<file path="config.mk">
export PLATFORM = sky130hd
export DESIGN_NAME = policy_uid_line_parser
export DESIGN_NICKNAME = d
export VERILOG_FILES = /design/src/rtl/puid_pkg.sv /design/src/rtl/policy_uid_line_parser.sv
export SDC_FILE = /design/constraint.sdc
export NUM_CORES = 1
export LEC_CHECK = 0
export ABC_AREA = 0
export BUFFER_PORTS_ARGS = -buffer_cell sky130_fd_sc_hd__buf_2
export CORE_UTILIZATION = 60
export DETAILED_ROUTE_END_ITERATION = 6
export HOLD_SLACK_MARGIN = 0.06
export PLACE_DENSITY = 0.85
export REMOVE_ABC_BUFFERS = 1
export SYNTH_ARGS = -nofsm -noshare
export SYNTH_HDL_FRONTEND = slang
export SYNTH_SLANG_ARGS = --single-unit
</file>
<file path="constraint.sdc">
create_clock -name clk -period 5 [get_ports clk]
set_clock_uncertainty 0.15 [all_clocks]
set_input_delay 1 -clock clk [delete_from_list [all_inputs] [get_ports clk]]
set_output_delay 1 -clock clk [all_outputs]
set_load 0.01 [all_outputs]
</file>
<file path="src/rtl/puid_pkg.sv">
// shared types and constants for the operator uid policy line parser
package puid_pkg;

    // line phase codes
    localparam logic [2:0] PH_LEAD      = 3'd0;
    localparam logic [2:0] PH_KEY       = 3'd1;
    localparam logic [2:0] PH_AFTER_KEY = 3'd2;
    localparam logic [2:0] PH_PRE_VALUE = 3'd3;
    localparam logic [2:0] PH_DIGITS    = 3'd4;
    localparam logic [2:0] PH_TRAIL     = 3'd5;
    localparam logic [2:0] PH_IGNORE    = 3'd6;

    // verdict codes
    localparam logic [1:0] VERDICT_GRANTED   = 2'd0;
    localparam logic [1:0] VERDICT_MALFORMED = 2'd1;
    localparam logic [1:0] VERDICT_MISMATCH  = 2'd2;

    // register index of the requester uid (word address bit 2)
    localparam logic REG_REQUESTER_UID = 1'b0;

    // key and value widths
    localparam int          KEY_LEN  = 12;
    localparam int          ACC_W    = 44;
    localparam int          UID_W    = 45;
    localparam logic [43:0] UID_LIMIT = 44'h100_0000_0000;

    // byte codes
    localparam logic [7:0] CH_NL    = 8'h0A;
    localparam logic [7:0] CH_CR    = 8'h0D;
    localparam logic [7:0] CH_SPACE = 8'h20;
    localparam logic [7:0] CH_TAB   = 8'h09;
    localparam logic [7:0] CH_EQ    = 8'h3D;
    localparam logic [7:0] CH_ZERO  = 8'h30;
    localparam logic [7:0] CH_NINE  = 8'h39;

    // parser state carried from byte to byte
    typedef struct packed {
        logic [2:0]       phase;
        logic [3:0]       key_pos;
        logic [ACC_W-1:0] acc;
        logic             digit_seen;
        logic             key_found;
        logic [ACC_W-1:0] stored_uid;
        logic             malformed;
    } parse_state_t;

    // characters of the operator key, one per position
    function automatic logic [7:0] key_char(input logic [3:0] pos);
        logic [7:0] c;
        case (pos)
            4'd0:    c = 8'h6F; // o
            4'd1:    c = 8'h70; // p
            4'd2:    c = 8'h65; // e
            4'd3:    c = 8'h72; // r
            4'd4:    c = 8'h61; // a
            4'd5:    c = 8'h74; // t
            4'd6:    c = 8'h6F; // o
            4'd7:    c = 8'h72; // r
            4'd8:    c = 8'h5F; // _
            4'd9:    c = 8'h75; // u
            4'd10:   c = 8'h69; // i
            4'd11:   c = 8'h64; // d
            default: c = 8'h00;
        endcase
        return c;
    endfunction

endpackage

</file>
<file path="src/rtl/policy_uid_line_parser.sv">
// top level of the operator uid policy line parser
// The block takes a policy text one byte per transfer and looks for a single
// operator key line of the form key = N. It accepts one item every clock cycle
// while the input register is not held; a byte goes through the input register and
// the per-byte parse logic into the state and result registers, so the verdict is
// registered as the last item leaves the input register. Only a last item waits
// for the result register to be free.
// One result is given for each text, on its last item: granted when the parsed
// uid equals the requester uid register, mismatch when it differs, malformed
// (uid all ones) on any parse error, missing key or a text of MAX_BYTES or more
// bytes. All parse state returns to reset after each result; the requester uid
// is kept.
module policy_uid_line_parser #(
    parameter int MAX_BYTES = 4096
) (
    input  logic        clk,
    input  logic        rst_n,
    // configuration port
    input  logic        psel,
    input  logic        penable,
    input  logic        pwrite,
    input  logic [2:0]  paddr,
    input  logic [31:0] pwdata,
    output logic [31:0] prdata,
    output logic        pready,
    // input channel
    input  logic        in_valid,
    output logic        in_stall,
    input  logic [7:0]  text_byte,
    input  logic        has_byte,
    input  logic        last,
    // result channel
    output logic        out_valid,
    input  logic        out_stall,
    output logic [1:0]  verdict,
    output logic signed [44:0] parsed_uid
);

    localparam int CNT_W = $clog2(MAX_BYTES + 1);
    localparam logic [CNT_W-1:0] CNT_MAX = CNT_W'(MAX_BYTES);

    logic [31:0]             requester_uid_reg;
    logic                    s1_valid_reg, s1_valid_next;
    logic [7:0]              s1_byte_reg;
    logic                    s1_has_reg;
    logic                    s1_last_reg;
    puid_pkg::parse_state_t  state_reg, state_next, st;
    logic [CNT_W-1:0]        cnt_reg, cnt_next, cnt;
    logic                    out_valid_reg, out_valid_next;
    logic [1:0]              verdict_reg, verdict_next;
    logic [44:0]             uid_reg, uid_next;
    logic                    out_free, advance, accept, cfg_write;

    function automatic logic is_blank(input logic [7:0] b);
        return (b == puid_pkg::CH_SPACE) || (b == puid_pkg::CH_TAB);
    endfunction

    function automatic logic is_digit(input logic [7:0] b);
        return (b >= puid_pkg::CH_ZERO) && (b <= puid_pkg::CH_NINE);
    endfunction

    // close the current line at a newline or at the end of the text
    function automatic puid_pkg::parse_state_t line_end(input puid_pkg::parse_state_t s);
        puid_pkg::parse_state_t r;
        r = s;
        if (s.phase == puid_pkg::PH_PRE_VALUE) begin
            r.malformed = 1'b1;
        end
        else if (s.phase == puid_pkg::PH_DIGITS || s.phase == puid_pkg::PH_TRAIL) begin
            if (!s.digit_seen || s.key_found) begin
                r.malformed = 1'b1;
            end
            else begin
                r.stored_uid = s.acc;
                r.key_found  = 1'b1;
            end
        end
        r.phase      = puid_pkg::PH_LEAD;
        r.key_pos    = 4'd0;
        r.acc        = '0;
        r.digit_seen = 1'b0;
        return r;
    endfunction

    // one data byte through the line parser
    function automatic puid_pkg::parse_state_t take_byte(input puid_pkg::parse_state_t s,
                                                         input logic [7:0] b);
        puid_pkg::parse_state_t r;
        r = s;
        if (b == puid_pkg::CH_NL) begin
            r = line_end(s);
        end
        else begin
            case (s.phase)
                puid_pkg::PH_LEAD:
                begin
                    if (!is_blank(b)) begin
                        if (b == puid_pkg::key_char(4'd0)) begin
                            r.phase   = puid_pkg::PH_KEY;
                            r.key_pos = 4'd1;
                        end
                        else begin
                            r.phase = puid_pkg::PH_IGNORE;
                        end
                    end
                end
                puid_pkg::PH_KEY:
                begin
                    if (s.key_pos < 4'(puid_pkg::KEY_LEN) && b == puid_pkg::key_char(s.key_pos))
                    begin
                        r.key_pos = s.key_pos + 4'd1;
                        if (r.key_pos >= 4'(puid_pkg::KEY_LEN)) begin
                            r.phase = puid_pkg::PH_AFTER_KEY;
                        end
                    end
                    else begin
                        r.phase = puid_pkg::PH_IGNORE;
                    end
                end
                puid_pkg::PH_AFTER_KEY:
                begin
                    if (b == puid_pkg::CH_EQ) begin
                        r.phase = puid_pkg::PH_PRE_VALUE;
                    end
                    else if (!is_blank(b)) begin
                        r.phase = puid_pkg::PH_IGNORE;
                    end
                end
                puid_pkg::PH_PRE_VALUE, puid_pkg::PH_DIGITS:
                begin
                    if (s.phase == puid_pkg::PH_PRE_VALUE && is_blank(b)) begin
                        r = s;
                    end
                    else if (is_digit(b)) begin
                        if (s.acc > puid_pkg::UID_LIMIT) begin
                            r.malformed = 1'b1;
                        end
                        else begin
                            // acc is at most 2^40 here, so acc*10+9 fits in 44 bits
                            r.acc = (s.acc << 3) + (s.acc << 1)
                                  + {{(puid_pkg::ACC_W-4){1'b0}}, b[3:0]};
                            r.digit_seen = 1'b1;
                            r.phase      = puid_pkg::PH_DIGITS;
                        end
                    end
                    else if (s.phase == puid_pkg::PH_DIGITS &&
                             (is_blank(b) || b == puid_pkg::CH_CR)) begin
                        r.phase = puid_pkg::PH_TRAIL;
                    end
                    else begin
                        r.malformed = 1'b1;
                    end
                end
                puid_pkg::PH_TRAIL:
                begin
                    if (!is_blank(b) && b != puid_pkg::CH_CR) begin
                        r.malformed = 1'b1;
                    end
                end
                default:
                begin
                    r = s;
                end
            endcase
        end
        return r;
    endfunction

    // configuration register
    assign pready    = 1'b1;
    assign cfg_write = psel && penable && pwrite;
    assign prdata    = (paddr[2] == puid_pkg::REG_REQUESTER_UID) ? requester_uid_reg : 32'd0;

    always_ff @(posedge clk or negedge rst_n)
    begin
        if (!rst_n) begin
            requester_uid_reg <= 32'd0;
        end
        else if (cfg_write && paddr[2] == puid_pkg::REG_REQUESTER_UID) begin
            requester_uid_reg <= pwdata;
        end
    end

    // handshake: only a last item needs the result register
    assign out_free = !out_valid_reg || !out_stall;
    assign advance  = s1_valid_reg && (!s1_last_reg || out_free);
    assign in_stall = s1_valid_reg && !advance;
    assign accept   = in_valid && !in_stall;

    always_comb
    begin
        s1_valid_next = accept ? 1'b1 : (advance ? 1'b0 : s1_valid_reg);
    end

    // per-byte parse and end-of-text verdict
    always_comb
    begin
        st           = state_reg;
        cnt          = cnt_reg;
        verdict_next = verdict_reg;
        uid_next     = uid_reg;
        if (s1_has_reg) begin
            if (cnt < CNT_MAX) begin
                cnt = cnt + 1'b1;
            end
            if (cnt >= CNT_MAX) begin
                st.malformed = 1'b1;
            end
            if (!st.malformed) begin
                st = take_byte(st, s1_byte_reg);
            end
        end
        if (s1_last_reg) begin
            if (!st.malformed) begin
                st = line_end(st);
            end
            if (st.malformed || !st.key_found) begin
                verdict_next = puid_pkg::VERDICT_MALFORMED;
                uid_next     = '1;
            end
            else begin
                verdict_next = (st.stored_uid == {12'd0, requester_uid_reg})
                             ? puid_pkg::VERDICT_GRANTED : puid_pkg::VERDICT_MISMATCH;
                uid_next     = {1'b0, st.stored_uid};
            end
            st  = '0;
            cnt = '0;
        end
        state_next = advance ? st : state_reg;
        cnt_next   = advance ? cnt : cnt_reg;
    end

    // result register valid
    always_comb
    begin
        if (advance && s1_last_reg) begin
            out_valid_next = 1'b1;
        end
        else if (!out_stall) begin
            out_valid_next = 1'b0;
        end
        else begin
            out_valid_next = out_valid_reg;
        end
    end

    // control registers
    always_ff @(posedge clk or negedge rst_n)
    begin
        if (!rst_n) begin
            s1_valid_reg  <= 1'b0;
            state_reg     <= '0;
            cnt_reg       <= '0;
            out_valid_reg <= 1'b0;
        end
        else begin
            s1_valid_reg  <= s1_valid_next;
            state_reg     <= state_next;
            cnt_reg       <= cnt_next;
            out_valid_reg <= out_valid_next;
        end
    end

    // payload registers
    always_ff @(posedge clk)
    begin
        if (accept) begin
            s1_byte_reg <= text_byte;
            s1_has_reg  <= has_byte;
            s1_last_reg <= last;
        end
        if (advance && s1_last_reg) begin
            verdict_reg <= verdict_next;
            uid_reg     <= uid_next;
        end
    end

    assign out_valid  = out_valid_reg;
    assign verdict    = verdict_reg;
    assign parsed_uid = signed'(uid_reg);

endmodule

</file>
-- Yosys cells after proc, flatten, opt, wreduce, memory -nomap -nowiden
Memory sizes are Yosys's and may differ from the RTL's.
Index checks and enable logic that the tools add are counted.
- flip-flop bits (word level): 202
- bits in latches: 0
- memory bits (writable): 0
- bits in read-only memories: 112
- input bits: 52
- output and inout port bits: 82
- logic and storage cells: 141
- memories kept: 1
- add/sub/neg operators: 4
- multiply operators: 0
- divide/modulo/power cells: 0
- $lt $le $gt $ge: 7
- equality and inequality tests: 18
- shift-type cells: 0
- multiplexer cells: 57
- bitwise gates (word level): 1
- reductions and logical operators: 36
- memory list (memory ; words ; width ; rd ports ; clocked after memory_dff ; wr ports ; RTL line ; text):
    (name not given) ; 16 ; 7 ; 1 ; 0 ; 0 ; puid_pkg.sv:50 ; case (pos)
- operator list (operator ; count):
    two-way mux 98 bit ; 4
    two-way mux 45 bit ; 8
    two-way mux 46 bit ; 4
    two-way mux 90 bit ; 1
    two-way mux 13 bit ; 4
    adder 44 x 4 -> 44 bit ; 1
    adder 44 bit ; 1
    == test 44 x 32 -> 1 bit ; 1
    > comparator 44 x 41 -> 1 bit, second input constant ; 1
    two-way mux 32 bit ; 1
    two-way mux 8 bit ; 4
    two-way mux 3 bit ; 9
    == test 8 x 4 -> 1 bit, second input constant ; 3
    == test 8 x 6 -> 1 bit, second input constant ; 2
    two-way mux 1 bit ; 15
    adder 13 x 1 -> 13 bit, second input constant ; 1
    >= comparator 13 bit, second input constant ; 1
    less-than comparator 13 bit, second input constant ; 1
    == test 3 bit, second input constant ; 4
    logical AND 1 bit ; 12
    case mux 3 bit (4 select lines) ; 1
    == test 3 x 2 -> 1 bit, second input constant ; 3
    logical NOT 1 bit ; 9
    logical OR 1 bit ; 9
    20 further kinds ; 23

-- Depth between registers and ports, before layout
Gate-level depths: netlist (run 1).
- depth after elaboration: 25
- mapped depth: 19
- depth with buffers taken out: 18

-- Worst setup path after synthesis (run 1)
No wires, ideal clock.
- path kind: flip-flop to flip-flop
- start: register s1_byte_reg[3]
- end: register verdict_reg[1] (netlist: verdict[1]), data pin
- setup time: 279 ps
- arrival time: 4076 ps
- data required time: 4571 ps
- slack: 495 ps
- stages on the path, launching flop included: 19
- buffers on the path: 0
- clock period less this slack: 4505 ps
- cells stage by stage: edfxtp_1 inv_1 fa_1 inv_1 ha_1 a211oi_1 o21ai_0 a31o_2 a21oi_1 o41ai_1 xnor2_1 nor2_1 a31oi_1 o21ai_0 xnor2_1 nand4_1 or4_1 nor3_1 a41oi_1
- longest elaborated chain between the ends: 19
- elaborated cells between the ends (all ways): 57
- classes of those cells: add/sub (1); order compare (2); eq/ne (12); mux (29); reduce/logical (13)
- RTL lines (what ; RTL line ; text):
    start: declaration ; policy_uid_line_parser.sv:44 ; logic [7:0] s1_byte_reg;
    start signal: assignment ; policy_uid_line_parser.sv:268 ; s1_byte_reg <= text_byte;
    parallel branches: the longest is 8 deep, another holds adder 44 x 4 -> 44 bit ; n/a ;
    two-way mux 98 bit (*) ; policy_uid_line_parser.sv:90 ; if (b == puid_pkg::CH_NL) begin
    two-way mux 98 bit (*) ; policy_uid_line_parser.sv:209 ; if (!st.malformed) begin
    two-way mux 98 bit (*) ; policy_uid_line_parser.sv:202 ; if (s1_has_reg) begin
    == test 3 bit ; policy_uid_line_parser.sv:69 ; else if (s.phase == puid_pkg::PH_DIGITS || s.phase == puid_pkg::PH_TRAIL) begin
    logical OR 1 bit ; policy_uid_line_parser.sv:69 ;
    two-way mux 46 bit ; policy_uid_line_parser.sv:69 ;
    two-way mux 45 bit ; policy_uid_line_parser.sv:66 ; if (s.phase == puid_pkg::PH_PRE_VALUE) begin
    two-way mux 46 bit (*) ; policy_uid_line_parser.sv:214 ; if (!st.malformed) begin
    two-way mux 46 bit (*) ; policy_uid_line_parser.sv:213 ; if (s1_last_reg) begin
    == test 44 x 32 -> 1 bit or logical NOT 1 bit (tied branches) ; policy_uid_line_parser.sv:222, policy_uid_line_parser.sv:217 ;
    two-way mux 2 bit or logical OR 1 bit (tied branches) ; policy_uid_line_parser.sv:223, policy_uid_line_parser.sv:217 ;
    end signal: assignment ; policy_uid_line_parser.sv:273 ; verdict_reg <= verdict_next;
    end: declaration ; policy_uid_line_parser.sv:50 ; logic [1:0] verdict_reg, verdict_next;
Mark *: on every way between the ends. The select of a mux whose other input is x is not followed.
A chain may end at the register's enable or synchronous reset.

-- Final worst setup path (run 1)
- start: register state_reg[49] (netlist bit)
- end: register verdict_reg[1] (netlist: verdict[1]), data pin
- longest elaborated chain between the ends: 17
- elaborated cells between the ends (all ways): 38
- classes of those cells: add/sub (2); order compare (1); eq/ne (4); mux (26); reduce/logical (5)
- RTL lines (what ; RTL line ; text):
    start: declaration ; policy_uid_line_parser.sv:47 ; puid_pkg::parse_state_t state_reg, state_next, st;
    start signal: assignment ; policy_uid_line_parser.sv:258 ; state_reg <= state_next;
    parallel branches: the longest is 7 deep, another holds adder 44 bit ; n/a ;
    two-way mux 98 bit (*) ; policy_uid_line_parser.sv:202 ;
    logical NOT 1 bit ; policy_uid_line_parser.sv:70 ; if (!s.digit_seen || s.key_found) begin
    logical OR 1 bit ; policy_uid_line_parser.sv:70 ;
    two-way mux 45 bit ; policy_uid_line_parser.sv:70 ;
    two-way mux 46 bit ; policy_uid_line_parser.sv:69 ;
    two-way mux 45 bit ; policy_uid_line_parser.sv:66 ;
    two-way mux 46 bit (*) ; policy_uid_line_parser.sv:214 ;
    two-way mux 46 bit (*) ; policy_uid_line_parser.sv:213 ;
    == test 44 x 32 -> 1 bit or logical NOT 1 bit (tied branches) ; policy_uid_line_parser.sv:222, policy_uid_line_parser.sv:217 ;
    two-way mux 2 bit or logical OR 1 bit (tied branches) ; policy_uid_line_parser.sv:223, policy_uid_line_parser.sv:217 ;
Marked as above.

==> results of run 1 <==
-- per-stage QoR --
stage	std cells	setup slack, ns	hold slack [ns]	power [W]
finish	2119	0.132	0.322	0.00454
CTS	2113	0.0175	0.325	0.00451
global route	2119	-0.0318	0.353	0.00469
floorplan	1442	-1.09	0.292	0.00238
global placement	2063	-0.320	0.305	0.00265
detailed placement	2063	-0.492	0.313	0.00269
-- cells by family after synthesis --
kind of cell    count (synthesis)
fa+ha+maj                      91
simple gates                  550
xor+xnor                       80
mux                            55
compound gates                440
buf+inv                       114
other cells                     1
flops                         202
-- cells in the mapped netlist (all sizes together), types with 17 or more instances --
cell / number / area share
a21o: 20 / 0.011
a21oi: 121 / 0.047
a22o: 29 / 0.018
a22oi: 38 / 0.021
and2: 18 / 0.0083
buf: 18 / 0.0083
clkbuf: 73 / 0.020
dfrtp: 145 / 0.26
edfxtp: 57 / 0.12
ha: 89 / 0.081
inv: 23 / 0.0062
mux2: 34 / 0.028
mux2i: 21 / 0.015
nand2: 244 / 0.067
nand2b: 17 / 0.0077
nand3: 24 / 0.0087
nand4: 24 / 0.011
nor2: 82 / 0.022
nor2b: 44 / 0.020
nor4: 19 / 0.010
o21ai: 132 / 0.048
xnor2: 48 / 0.030
xor2: 32 / 0.020
-- worst max path at each step --
stage / from / to / slack, ns / depth (start not counted)
after global routing: state_reg[49] / verdict[1] / -0.03 / 18
final: state_reg[49] / verdict[1] / 0.13 / 17
after detailed placement: state_reg[48] / verdict[1] / -0.49 / 16
after CTS: state_reg[49] / verdict[1] / 0.02 / 20
after global placement: state_reg[48] / verdict[1] / -0.32 / 16
after floorplan: s1_byte_reg[2] / verdict[1] / -1.09 / 13
-- where the power goes --
group	internal, W	switching [W]
Combinational	0.000337	0.000435
Clock	0.00108	0.000732
Sequential	0.00185	0.000106
Total	0.00327	0.00127
-- per-layer routing --
metal / up-vias / GRT usage / share of wire
li1: 6139 / - / -
met1: 6444 / 0.468 / 0.40
met2: 686 / 0.621 / 0.49
met3: 100 / 0.0530 / 0.082
met4: 0 / 0.135 / 0.034
met5: - / 0 / 0
-- critical path: cells and delay by family (launching register included) --
| family | cells | cell delay (ns) |
|---|---|---|
| simple gates | 8 | 1.86 |
| compound gates | 6 | 1.63 |
| buf+inv | 3 | 0.48 |
| flops | 1 | 0.43 |
-- cell type report --
type	count	area, sq um	area share
Multi-Input combinational cell	1218	8290	0.479
Sequential cell	202	5340	0.309
Timing Repair Buffer	346	2400	0.139
Clock buffer	30	686	0.0397
Tap cell	285	357	0.0206
Clock inverter	15	130	0.00753
Inverter	23	86.3	0.00499
-- repair_timing --
item,CTS,global route
pin swaps,8,20
resized for setup,18,39
gates cloned,1,0
endpoints found under the setup margin,1,1
setup buffers,4,7
-- layout by cell type, fill, tap and decap left out, types with 8 or more instances in the layout --
| cell | n |
|---|---|
| sky130_fd_sc_hd__nand2_1 | 242 |
| sky130_fd_sc_hd__buf_4 | 203 |
| sky130_fd_sc_hd__dfrtp_1 | 144 |
| sky130_fd_sc_hd__buf_2 | 129 |
| sky130_fd_sc_hd__o21ai_0 | 123 |
| sky130_fd_sc_hd__a21oi_1 | 104 |
| sky130_fd_sc_hd__ha_1 | 88 |
| sky130_fd_sc_hd__nor2_1 | 81 |
| sky130_fd_sc_hd__edfxtp_1 | 57 |
| sky130_fd_sc_hd__xnor2_1 | 48 |
| sky130_fd_sc_hd__nor2b_1 | 43 |
| sky130_fd_sc_hd__a22oi_1 | 37 |
| sky130_fd_sc_hd__mux2_2 | 33 |
| sky130_fd_sc_hd__xor2_1 | 31 |
| sky130_fd_sc_hd__a22o_1 | 29 |
| sky130_fd_sc_hd__clkbuf_16 | 26 |
| sky130_fd_sc_hd__nand4_1 | 23 |
| sky130_fd_sc_hd__nand3_1 | 22 |
| sky130_fd_sc_hd__inv_1 | 21 |
| sky130_fd_sc_hd__mux2i_1 | 20 |
| sky130_fd_sc_hd__a21o_1 | 20 |
| sky130_fd_sc_hd__and2_1 | 17 |
| sky130_fd_sc_hd__nand2b_1 | 17 |
| sky130_fd_sc_hd__a21oi_2 | 15 |
| sky130_fd_sc_hd__or2_2 | 14 |
| sky130_fd_sc_hd__a31oi_1 | 13 |
| sky130_fd_sc_hd__nor3_1 | 12 |
| sky130_fd_sc_hd__o211ai_1 | 11 |
| sky130_fd_sc_hd__and3_1 | 11 |
| sky130_fd_sc_hd__a21boi_0 | 10 |
| sky130_fd_sc_hd__or3_1 | 9 |
| sky130_fd_sc_hd__nor4_1 | 8 |
| sky130_fd_sc_hd__o21ai_1 | 8 |
| sky130_fd_sc_hd__o21bai_1 | 8 |
| sky130_fd_sc_hd__buf_12 | 8 |
==> results.txt, run 1 <==
The total CTS buffers is 25. The setup violation total in the final timing report is 0. Entering global routing, the biggest net connects 81 pins. In the synthesized netlist, the number of instances is 1533.

The sequential element share of the synthesized area is 0.386. The cell row count came out at 55. The number of optimization iterations in the first detailed-route pass is 6.

The initial DRC count is 1530. The die boundary width came out at 154 um. The share of the synthesized area in compound gates (AO/OA/AOI/OAI) is 0.205. The design area came out at 17300 sq um.

The path class of the tightest hold or removal check is primary input to async pin. The run finished with clean final reports. Max-cap violations in this run came to 0. The fraction of synthesized cell area in xor and xnor cells is 0.0507. The final antenna diode count came out at 0. The most used flip-flop cell after synthesis is sky130_fd_sc_hd__dfrtp_1.

In this run the tightest slew margin relative to its limit is 0.387. The number of clock sinks came out at 202. The number of levels the H-tree was split into is 1.

The unique cell type count in the Yosys netlist is 96. The multiplexer share of the synthesized area came out at 0.0435. Of the total synthesized cell area, the portion taken by AND, OR, NAND and NOR gates is 0.196.

The number of port buffers is 130. The highest attainable clock frequency came out at 205 MHz. Yosys mapped a number of flops with a built-in enable equal to 57. The highest cell delay on the worst timing path is 0.56 ns. The register with the most flip-flops in the layout has 98 of them. The maximum fanout encountered on the critical timing path came out at 4. The count of synthesis-stage warnings from yosys is 0. The share of layout cells above drive strength 1 is 0.278. The cell area after technology mapping is 13800 sq um. The final max-slew violation count came out at 0. For the final routed database, the setup TNS stands at 0 ns. The transition at the pin with the smallest max-transition slack came out at 0.919 ns. The final wirelength is 43300 um. The final estimated routing congestion in global placement is 0.979. The synthesized-area fraction occupied by adder cells is 0.0835. The starting density of the core is 0.610.

The flip-flop and latch count after synthesis is 202. The number of filler cells placed in the layout is 1519. The detail-routed net length per standard cell came out at 20.4 um.

In the final design database the tool counted 1959 nets. The standard cell core area came out at 22600 sq um. The I/O pin count is 134. The mean post-synth cell area is 9.01 sq um. The worst-case IR drop observed on VDD is 0.303 mV. The largest individual stage delay along the critical path comes from the cell sky130_fd_sc_hd__or4_4. The final-report hold violation count came out at 0. The arrival time of the worst setup path is 4.94 ns. In this run the clock root is driven by a sky130_fd_sc_hd__clkbuf_16.

Counting along the longest clock path gives a buffer depth of 3. Summed over all cells, the static leakage comes to 7.95 nW. The number of remaining DRC errors came out at 0. Power spread over the standard cell area amounts to 263 nW/um^2.

The overall die area is 23600 sq um. The total overflow left after global routing is 0. The HPWL after detailed placement came out at 30300 um. The launch instance of the worst register-to-register path is state_reg[49].

The register-to-register setup slack is 0.13 ns. Of all flip-flops after synthesis, the portion carrying an async set or reset was 0.718. The number of buffers inserted for hold repair after clock tree synthesis came out at 0. The total number of vias is 13400. The required time of the worst setup path came out at 5.07 ns. The post-CTS clock slew at the launch and capture registers of the worst setup and hold paths came out at 0.07 ns. In this run the vertical extent of the chip is 154 um. The cell count of the worst reg-to-reg path came out at 17.

The remaining antenna violation count after routing is 0. After synthesis, the largest family of logic cells by area is compound AO/OA/AOI/OAI gates. The worst setup path is launched from a flip-flop.

The number of antenna violations at the first check in global routing is 0. The endpoint of the worst-slack reg-to-reg timing path is verdict[1]. TritonCTS built the clock tree. The via count of the first global-routing pass is 13000. The cell area after placement came out at 16100 sq um. The critical path goes through buf_12, nor4_4, nand4_1, o31a_1, or2_1, buf_4, nor3_1, nor2_1, a211oi_2, nor2_1, buf_4, o21ai_1, o311ai_1, a2111o_1, or4_4, nor3_2, a41oi_1.

The global routing usage summed across all routing layers is 0.363. The area overhead of the layout relative to synthesis is 25.1%. The first global-routing pass estimated 67900 um of wire. The clock latency on the worst-skew pair came out at 0.53 ns. The minimum period implied by the final worst setup slack came out at 4.87 ns. The capturing element type of the critical path is a flip-flop. The setup path with the least slack is of type flip-flop to flip-flop. Once layout is complete, the utilization of the core stands at 0.764. The portion of the clock cycle consumed by the worst path in the final layout is 0.974.

The number of vias per cell after detailed routing is 6.31.
Note: power is estimated with default switching activity, not from simulation.
==> run 2: changes to the inputs <==
--- a/config.mk
+++ b/config.mk
@@ -11,7 +11,6 @@
 export DETAILED_ROUTE_END_ITERATION = 6
 export HOLD_SLACK_MARGIN = 0.06
 export PLACE_DENSITY = 0.85
-export REMOVE_ABC_BUFFERS = 1
 export SYNTH_ARGS = -nofsm -noshare
 export SYNTH_HDL_FRONTEND = slang
 export SYNTH_SLANG_ARGS = --single-unit
==> run 2 against run 1 <==
  * Count of clock-buffer cells in the layout down 2
  * Die area unchanged
  * Critical path depth stayed put
  * First-iteration DRC count shrank 7.6%
  * Hold slack improved by 0.0046 ns
  * Non-clock buffer count decreased by 47
  * Critical path type unchanged
  * Critical endpoint unchanged
  * Largest power group unchanged
  * Highest routed layer unchanged
==> results.txt, run 2 (same netlist as run 1, synthesis figures left out) <==
The clock latency on the worst-skew pair came out at 0.53 ns (about the same). The initial DRC count is 1414 (-7.6%). The final estimated routing congestion in global placement is 0.952 (-2.8%).

The final wirelength came out at 43100 um (-0.37%). The maximum fanout encountered on the critical timing path is 14 (+10). The cell row count is 55 (unchanged). The number of buffers on the longest clock path came out at 3 (unchanged).

The number of levels the H-tree was split into came out at 1 (unchanged). The flip-flop count of the largest register after layout is 98 (unchanged). The share of layout cells above drive strength 1 came out at 0.260 (-0.0173). In this run the most critical hold path is launched from state_reg[1].

The worst voltage drop across the vdd grid came to 0.293 mV (-3.5%). The post-CTS clock slew at the launch and capture registers of the worst setup and hold paths is 0.06 ns (about the same). The height of the die is 154 um (unchanged). The flip-flop and latch area is 5340 sq um (unchanged). The number of buffers inserted for hold repair after clock tree synthesis was 0 (unchanged). The overall die area came to 23600 sq um (unchanged). The final antenna diode count is 0 (unchanged). The HPWL after detailed placement is 29800 um (-1.6%). The synthesized netlist net count is 1676. The minimum period implied by the final worst setup slack is 4.95 ns (+0.0837 ns). The remaining global-route overflow is 0 (unchanged). The number of remaining DRC errors came out at 0 (unchanged). The area occupied by multi-input gates came to 8250 sq um (-0.51%). The number of violations of the max-capacitance limit is 0 (unchanged).

The portion of the clock cycle consumed by the worst path in the final layout came out at 0.990 (+0.0167). The standard cell core area came out at 22600 sq um (unchanged). The worst-case headroom to the max-slew limit is 0.286 (-0.102). Leaving out fill and tap cells, the most frequent cell in the layout is sky130_fd_sc_hd__nand2_1.

The library cells used most frequently in the layout, excluding fill and tap cells, are 242 x sky130_fd_sc_hd__nand2_1, 161 x sky130_fd_sc_hd__buf_4, 144 x sky130_fd_sc_hd__dfrtp_1, 129 x sky130_fd_sc_hd__buf_2, 122 x sky130_fd_sc_hd__o21ai_0. The starting density of the core came out at 0.610 (unchanged). The setup TNS came out at 0 ns (unchanged). The power per cell area is 268 nW/um^2 (+2.0%).

The I/O pin count is 134 (unchanged). The final-report hold violation count came out at 0 (unchanged). The number of port buffers is 130 (unchanged). The cell sitting at the root of the clock tree is a sky130_fd_sc_hd__clkbuf_16. The worst hold path class is flip-flop to flip-flop. The total CTS buffers is 23 (-8.0%). The setup violation total in the final timing report is 0 (unchanged). The cell area after placement is 15700 sq um (-2.1%). The final hold slack came out at 0.327 ns (+0.00465 ns).

The transition at the pin with the smallest max-transition slack is 1.07 ns (+0.152 ns). The launch instance of the worst register-to-register path is state_reg[60]. The number of optimization iterations in the first detailed-route pass is 6 (unchanged). The worst hold path depth is 2. The final-stage net count is 1909 (-2.6%). The area overhead of the layout relative to synthesis came out at 21.7%. The detail-routed net length per standard cell is 20.8 um (+2.1%). The die boundary width came to 154 um (unchanged).

The final max-slew violation count is 0 (unchanged). The arrival time of the worst setup path is 5.03 ns (+0.09 ns). The kind of start point of the critical path is a flip-flop. The required time of the worst setup path is 5.08 ns (about the same). The cell count of the worst reg-to-reg path is 17 (unchanged).

The number of clock sinks came out at 202 (unchanged). The endpoint identified for the worst register-to-register timing path is verdict[1]. The number of antenna violations at the first check in global routing is 0 (unchanged).

The critical path class is flip-flop to flip-flop. The via count of the first global-routing pass is 12800 (-1.4%). The design area came out at 16800 sq um (-2.8%). Setup repair after global routing could not meet its margin everywhere. The worst slack at placement was -0.106 ns (+0.386 ns). The global routing usage summed across all routing layers was 0.359 (-0.00411). The number of filler cells placed in the layout is 1550 (+2.0%). The number of vias per cell after detailed routing was 6.47 (+2.5%).

For hold timing, the worst endpoint is state_reg[1]. The flow ran to the end, and the final reports show no timing, DRC or antenna violations. The register-to-register setup slack is 0.05 ns (-0.08 ns). The capturing element type of the critical path is a flip-flop.

The post-layout worst setup margin came out at 0.0481 ns (-0.0837 ns). The maximum number of pins on one net before global-route repair came out at 110 (+36%). The total number of vias came to 13400 (+0.067%). The highest attainable clock frequency came out at 202 MHz (-1.7%). TritonCTS built the clock tree. The wire length of the first global-routing pass is 67500 um (-0.57%). The remaining antenna violation count after routing was 0 (unchanged). The leakage power summed over all cells came out at 7.66 nW (-3.7%).
-- run 2: cell count changes in the layout (fill, tap and decap cells not counted), moves of 2 or more --
cell,previous run,this run
sky130_fd_sc_hd__buf_4,203,161
sky130_fd_sc_hd__inv_6,0,2
sky130_fd_sc_hd__a21oi_4,2,4
sky130_fd_sc_hd__clkinv_1,4,0
sky130_fd_sc_hd__clkbuf_16,26,23
sky130_fd_sc_hd__nor4_1,8,12
sky130_fd_sc_hd__nor4_4,4,1
sky130_fd_sc_hd__buf_12,8,4
-- run 2: power breakdown --
group / internal [W] / switching (W) / leakage [nW]
clock network: 0.00105 / 0.000730 / 0.383
registers: 0.00185 / 0.000112 / 2.45
logic: 0.000322 / 0.000431 / 4.83
total: 0.00323 / 0.00127 / 7.66
-- run 2: repair_timing --
action,4_1_cts,5_1_grt
gates resized for setup,6,46
setup endpoints to repair,1,1
pin swaps,2,11
setup buffers,3,1
-- run 2: how the worst max path moves through the flow --
stage                 end            from
2_1_floorplan  verdict[1]  s1_byte_reg[3]
3_3_place_gp   verdict[1]   state_reg[91]
3_5_place_dp   verdict[1]   state_reg[92]
4_1_cts        verdict[1]  s1_byte_reg[2]
5_1_grt        verdict[1]   state_reg[56]
6_report       verdict[1]   state_reg[60]
-- run 2: worst max-delay path, stage by stage, from the launching register on --
cell,delay [ns]
sky130_fd_sc_hd__dfrtp_1,0.39
sky130_fd_sc_hd__nor4_1,0.39
sky130_fd_sc_hd__buf_4,0.19
sky130_fd_sc_hd__nand4_1,0.17
sky130_fd_sc_hd__o31a_1,0.36
sky130_fd_sc_hd__or2_1,0.27
sky130_fd_sc_hd__o221a_2,0.27
sky130_fd_sc_hd__nor4_4,0.27
sky130_fd_sc_hd__buf_6,0.17
sky130_fd_sc_hd__and2_4,0.22
sky130_fd_sc_hd__buf_12,0.18
sky130_fd_sc_hd__nor2_1,0.08
sky130_fd_sc_hd__a21oi_2,0.21
sky130_fd_sc_hd__xnor2_1,0.10
sky130_fd_sc_hd__a2111o_1,0.41
sky130_fd_sc_hd__or4_4,0.53
sky130_fd_sc_hd__nor3_4,0.16
sky130_fd_sc_hd__a41oi_2,0.12
-- run 2: routing by layer --
metal / up-vias / share of wire / global-route usage
li1: 6036 / - / -
met1: 6441 / 0.39 / 0.471
met2: 717 / 0.47 / 0.578
met3: 184 / 0.088 / 0.0634
met4: 0 / 0.052 / 0.173
met5: - / 0 / 0
-- run 2: area by class of cell --
class	count	area share
flip-flops and latches	202	0.318
repair buffers	299	0.118
multi-input cells	1217	0.490
clock inverters	14	0.00997
well taps	285	0.0212
clock buffers	28	0.0371
inverters	23	0.00513
-- run 2: through the flow --
stage          total power (W)  std cells  utilization
3_5_place_dp           0.00269       2022        0.695
3_3_place_gp           0.00265       2022        0.695
2_1_floorplan          0.00241       1533            -
4_1_cts                0.00447       2067        0.733
5_1_grt                0.00463       2068        0.743
6_report               0.00450       2068        0.743
==> run 3: changes to the inputs <==
--- a/config.mk
+++ b/config.mk
@@ -7,10 +7,11 @@
 export LEC_CHECK = 0
 export ABC_AREA = 0
 export BUFFER_PORTS_ARGS = -buffer_cell sky130_fd_sc_hd__buf_2
-export CORE_UTILIZATION = 60
+export CORE_UTILIZATION = 50
 export DETAILED_ROUTE_END_ITERATION = 6
 export HOLD_SLACK_MARGIN = 0.06
-export PLACE_DENSITY = 0.85
+export PLACE_DENSITY = 0.73
+export SETUP_SLACK_MARGIN = 0.2
 export SYNTH_ARGS = -nofsm -noshare
 export SYNTH_HDL_FRONTEND = slang
 export SYNTH_SLANG_ARGS = --single-unit
==> constraint.sdc (replaced) <==
create_clock -name clk -period 5.1 [get_ports clk]
set_clock_uncertainty 0.15 [all_clocks]
set_input_delay 1.02 -clock clk [delete_from_list [all_inputs] [get_ports clk]]
set_output_delay 1.02 -clock clk [all_outputs]
set_load 0.01 [all_outputs]
==> run 3 against run 2 <==
  * Combinational power shrank 3.6%
  * Register-to-register slack better by 0.25 ns
  * Cell count is 1.7% higher
  * Flip-flop and latch count is the same
  * Die area grew 20%
  * Worst setup slack better by 0.25 ns
  * Sequential share of layout area fell by 0.26 points
  * Critical path type unchanged
==> results.txt, run 3 (same netlist as run 1, synthesis figures left out) <==
In the layout the commonest cells are 241 x sky130_fd_sc_hd__nand2_1, 142 x sky130_fd_sc_hd__dfrtp_1, 136 x sky130_fd_sc_hd__buf_4, 129 x sky130_fd_sc_hd__buf_2, 121 x sky130_fd_sc_hd__o21ai_0. The final standard cell utilization of the core is 0.628 (-0.115). The via count of the first global-routing pass came out at 12100 (-5.6%). The final estimated routing congestion in global placement came out at 0.981 (+3.1%). The final max-slew violation count is 0 (unchanged).

The flip-flop count of the largest register after layout came out at 98 (unchanged). The maximum fanout encountered on the critical timing path is 8 (-6). The number of antenna violations at the first check in global routing came out at 0 (unchanged).

The detail-routed net length per standard cell is 19.9 um (-4.3%). The height of the die is 168 um (+9.4%). The number of remaining DRC errors came to 0 (unchanged). The worst setup path is launched from a flip-flop. The number of port buffers was 130 (unchanged). The wire length of the first global-routing pass came out at 65700 um (-2.8%). The total number of vias is 12900 (-3.7%). The number of clock sinks is 202 (unchanged). The min-delay analysis places its worst path in the category flip-flop to flip-flop. The starting density of the core came out at 0.511 (-0.0990).

The number of buffers on the longest clock path is 3 (unchanged). The number of buffers inserted for hold repair after clock tree synthesis came to 0 (unchanged). The initial DRC count is 1213 (-14%). The number of vias per cell after detailed routing was 6.12 (-5.4%).

The cell row count came out at 60 (+9.1%). The share of layout cells above drive strength 1 came out at 0.268 (+0.00749). The internal power component is 0.00312 W (-3.4%). The highest attainable clock frequency is 208 MHz (+3.2%). The global routing usage summed across all routing layers is 0.292 (-0.0670). The HPWL after detailed placement came out at 29900 um (+0.34%). The share of power burned in registers is 0.446 (+0.009).

The minimum period implied by the final worst setup slack was 4.80 ns (-0.154 ns). The setup violation total in the final timing report came to 0 (unchanged). TritonCTS built the clock tree. The post-CTS clock slew at the launch and capture registers of the worst setup and hold paths is 0.06 ns (about the same). The required time of the worst setup path came to 5.19 ns (+0.11 ns). Setup repair after global routing could not meet its margin everywhere.

The standard cell core area is 27000 sq um (+19%). The capturing element type of the critical path is a flip-flop. The final-report hold violation count was 0 (unchanged).

The final wirelength came out at 42000 um (-2.6%). The remaining antenna violation count after routing was 0 (unchanged). The synthesized netlist net count came out at 1676 (unchanged). The I/O pin count is 134 (unchanged). The arrival time of the worst setup path is 4.89 ns (-0.14 ns).

The transition at the pin with the smallest max-transition slack is 1.24 ns (+0.165 ns). The number of violations of the max-capacitance limit is 0 (unchanged). The net load switching power was 0.00120 W (-5.9%).

The fraction of power consumed by the clock network came out at 0.385 (-0.011). The die boundary width came out at 168 um (+9.4%). The remaining global-route overflow came out at 0 (unchanged). The maximum number of pins on one net before global-route repair is 84 (-24%). The power per cell area is 255 nW/um^2 (-4.9%). The clock latency on the worst-skew pair came out at 0.52 ns (about the same). Clock tree synthesis selected as its root buffer the cell sky130_fd_sc_hd__clkbuf_16.

The worst setup path is of the flip-flop to flip-flop kind. The switching fraction of total power was 0.278 (-0.00538). The leakage power summed over all cells is 7.59 nW (-0.91%). The final antenna diode count came out at 0 (unchanged). The power consumption is 0.00432 W (-4.1%). The portion of the clock cycle consumed by the worst path in the final layout is 0.941 (-0.0496). The combinational share of power came out at 0.168 (about the same).

The number of optimization iterations in the first detailed-route pass is 5 (-1). The final-stage net count is 1889 (-1.0%). The most common cell after layout, fill and taps aside is sky130_fd_sc_hd__nand2_1. The worst-case headroom to the max-slew limit is 0.174 (-0.112).

The worst voltage drop across the vdd grid is 0.313 mV (+7.1%). The number of levels the H-tree was split into was 1 (unchanged). The run finished with clean final reports. The total CTS buffers is 24 (+4.3%). The overall die area is 28300 sq um (+20%). The area overhead of the layout relative to synthesis is 22.7%.
==> run 3: changes by cell type in the layout (fill, tap and decap cells not counted), sizes merged <==
cell | previous run | this run
clkinvlp | 3 | 1
clkbuf | 28 | 36
bufinv | 3 | 1
clkinv | 6 | 5
buf | 299 | 277
inv | 25 | 24
==> run 3: worst paths after layout <==
| kind | slack (ns) | cells after the start | endpoint | start |
|---|---|---|---|---|
| hold / removal | 0.33 | 2 | state_reg[10] | state_reg[10] |
| setup / recovery | 0.30 | 15 | verdict[1] | state_reg[67] |
| setup reg to reg | 0.30 | 15 | verdict[1] | state_reg[67] |
| max in group asynchronous | 3.40 | 2 | state_reg[26] | rst_n |
| min in group asynchronous | 0.41 | 1 | state_reg[19] | rst_n |
| hold reg to reg | 0.33 | 2 | state_reg[10] | state_reg[10] |
==> run 3: through the flow <==
step	cells	TNS [ns]	area [sq um]	hold WS [ns]	setup slack [ns]
6_report	2104	0	17000	0.330	0.302
5_1_grt	2104	0	17000	0.352	0.153
4_1_cts	2088	0	16400	0.331	0.204
3_5_place_dp	2043	-0.0865	15600	0.318	-0.0865
3_3_place_gp	2043	0	15600	0.305	0.0413
2_1_floorplan	1533	0	13800	0.292	0.595
==> run 3: critical path, stage by stage (launching register included) <==
cell and delay, ns:
sky130_fd_sc_hd__dfrtp_1 0.47, sky130_fd_sc_hd__nor4_4 0.33, sky130_fd_sc_hd__nand3_1 0.19, sky130_fd_sc_hd__o31a_1 0.39
sky130_fd_sc_hd__or2_4 0.27, sky130_fd_sc_hd__o221a_4 0.26, sky130_fd_sc_hd__nor4_4 0.38, sky130_fd_sc_hd__buf_6 0.20
sky130_fd_sc_hd__nand2_8 0.12, sky130_fd_sc_hd__mux2i_4 0.22, sky130_fd_sc_hd__xnor2_1 0.16, sky130_fd_sc_hd__o311ai_1 0.16
sky130_fd_sc_hd__a2111o_1 0.42, sky130_fd_sc_hd__or4_4 0.53, sky130_fd_sc_hd__nor3_2 0.14, sky130_fd_sc_hd__a41oi_1 0.13
==> run 3: area by class of cell <==
class,instances,area [sq um]
Clock buffer,35,683
Clock inverter,8,68.8
Fill cell,2291,10100
Inverter,23,86.3
Multi-Input combinational cell,1217,8480
Sequential cell,202,5340
Tap cell,341,427
Timing Repair Buffer,278,1870
==> run 3: metal layers <==
| metal | wire, um | global-route usage | up-vias |
|---|---|---|---|
| li1 | - | - | 5997 |
| met1 | 18000 | 0.407 | 6291 |
| met2 | 19800 | 0.466 | 495 |
| met3 | 2520 | 0.0289 | 97 |
| met4 | 1640 | 0.123 | 0 |
| met5 | 0 | 0 | - |
==> run 3: power groups by stage <==
stage          clock, W  combinational, W  sequential (W)
6_report        0.00166          0.000727         0.00193
5_1_grt         0.00174          0.000801         0.00194
4_1_cts         0.00168          0.000698         0.00192
3_5_place_dp          0          0.000687         0.00195
3_3_place_gp          0          0.000669         0.00195
2_1_floorplan         0          0.000424         0.00193
==> run 3: repair_timing <==
action                     4_1_cts  5_1_grt
pin swaps                        2       39
gates resized for setup         19       83
gates cloned                     0        1
setup buffers                    2       15
setup endpoints to repair        1        3
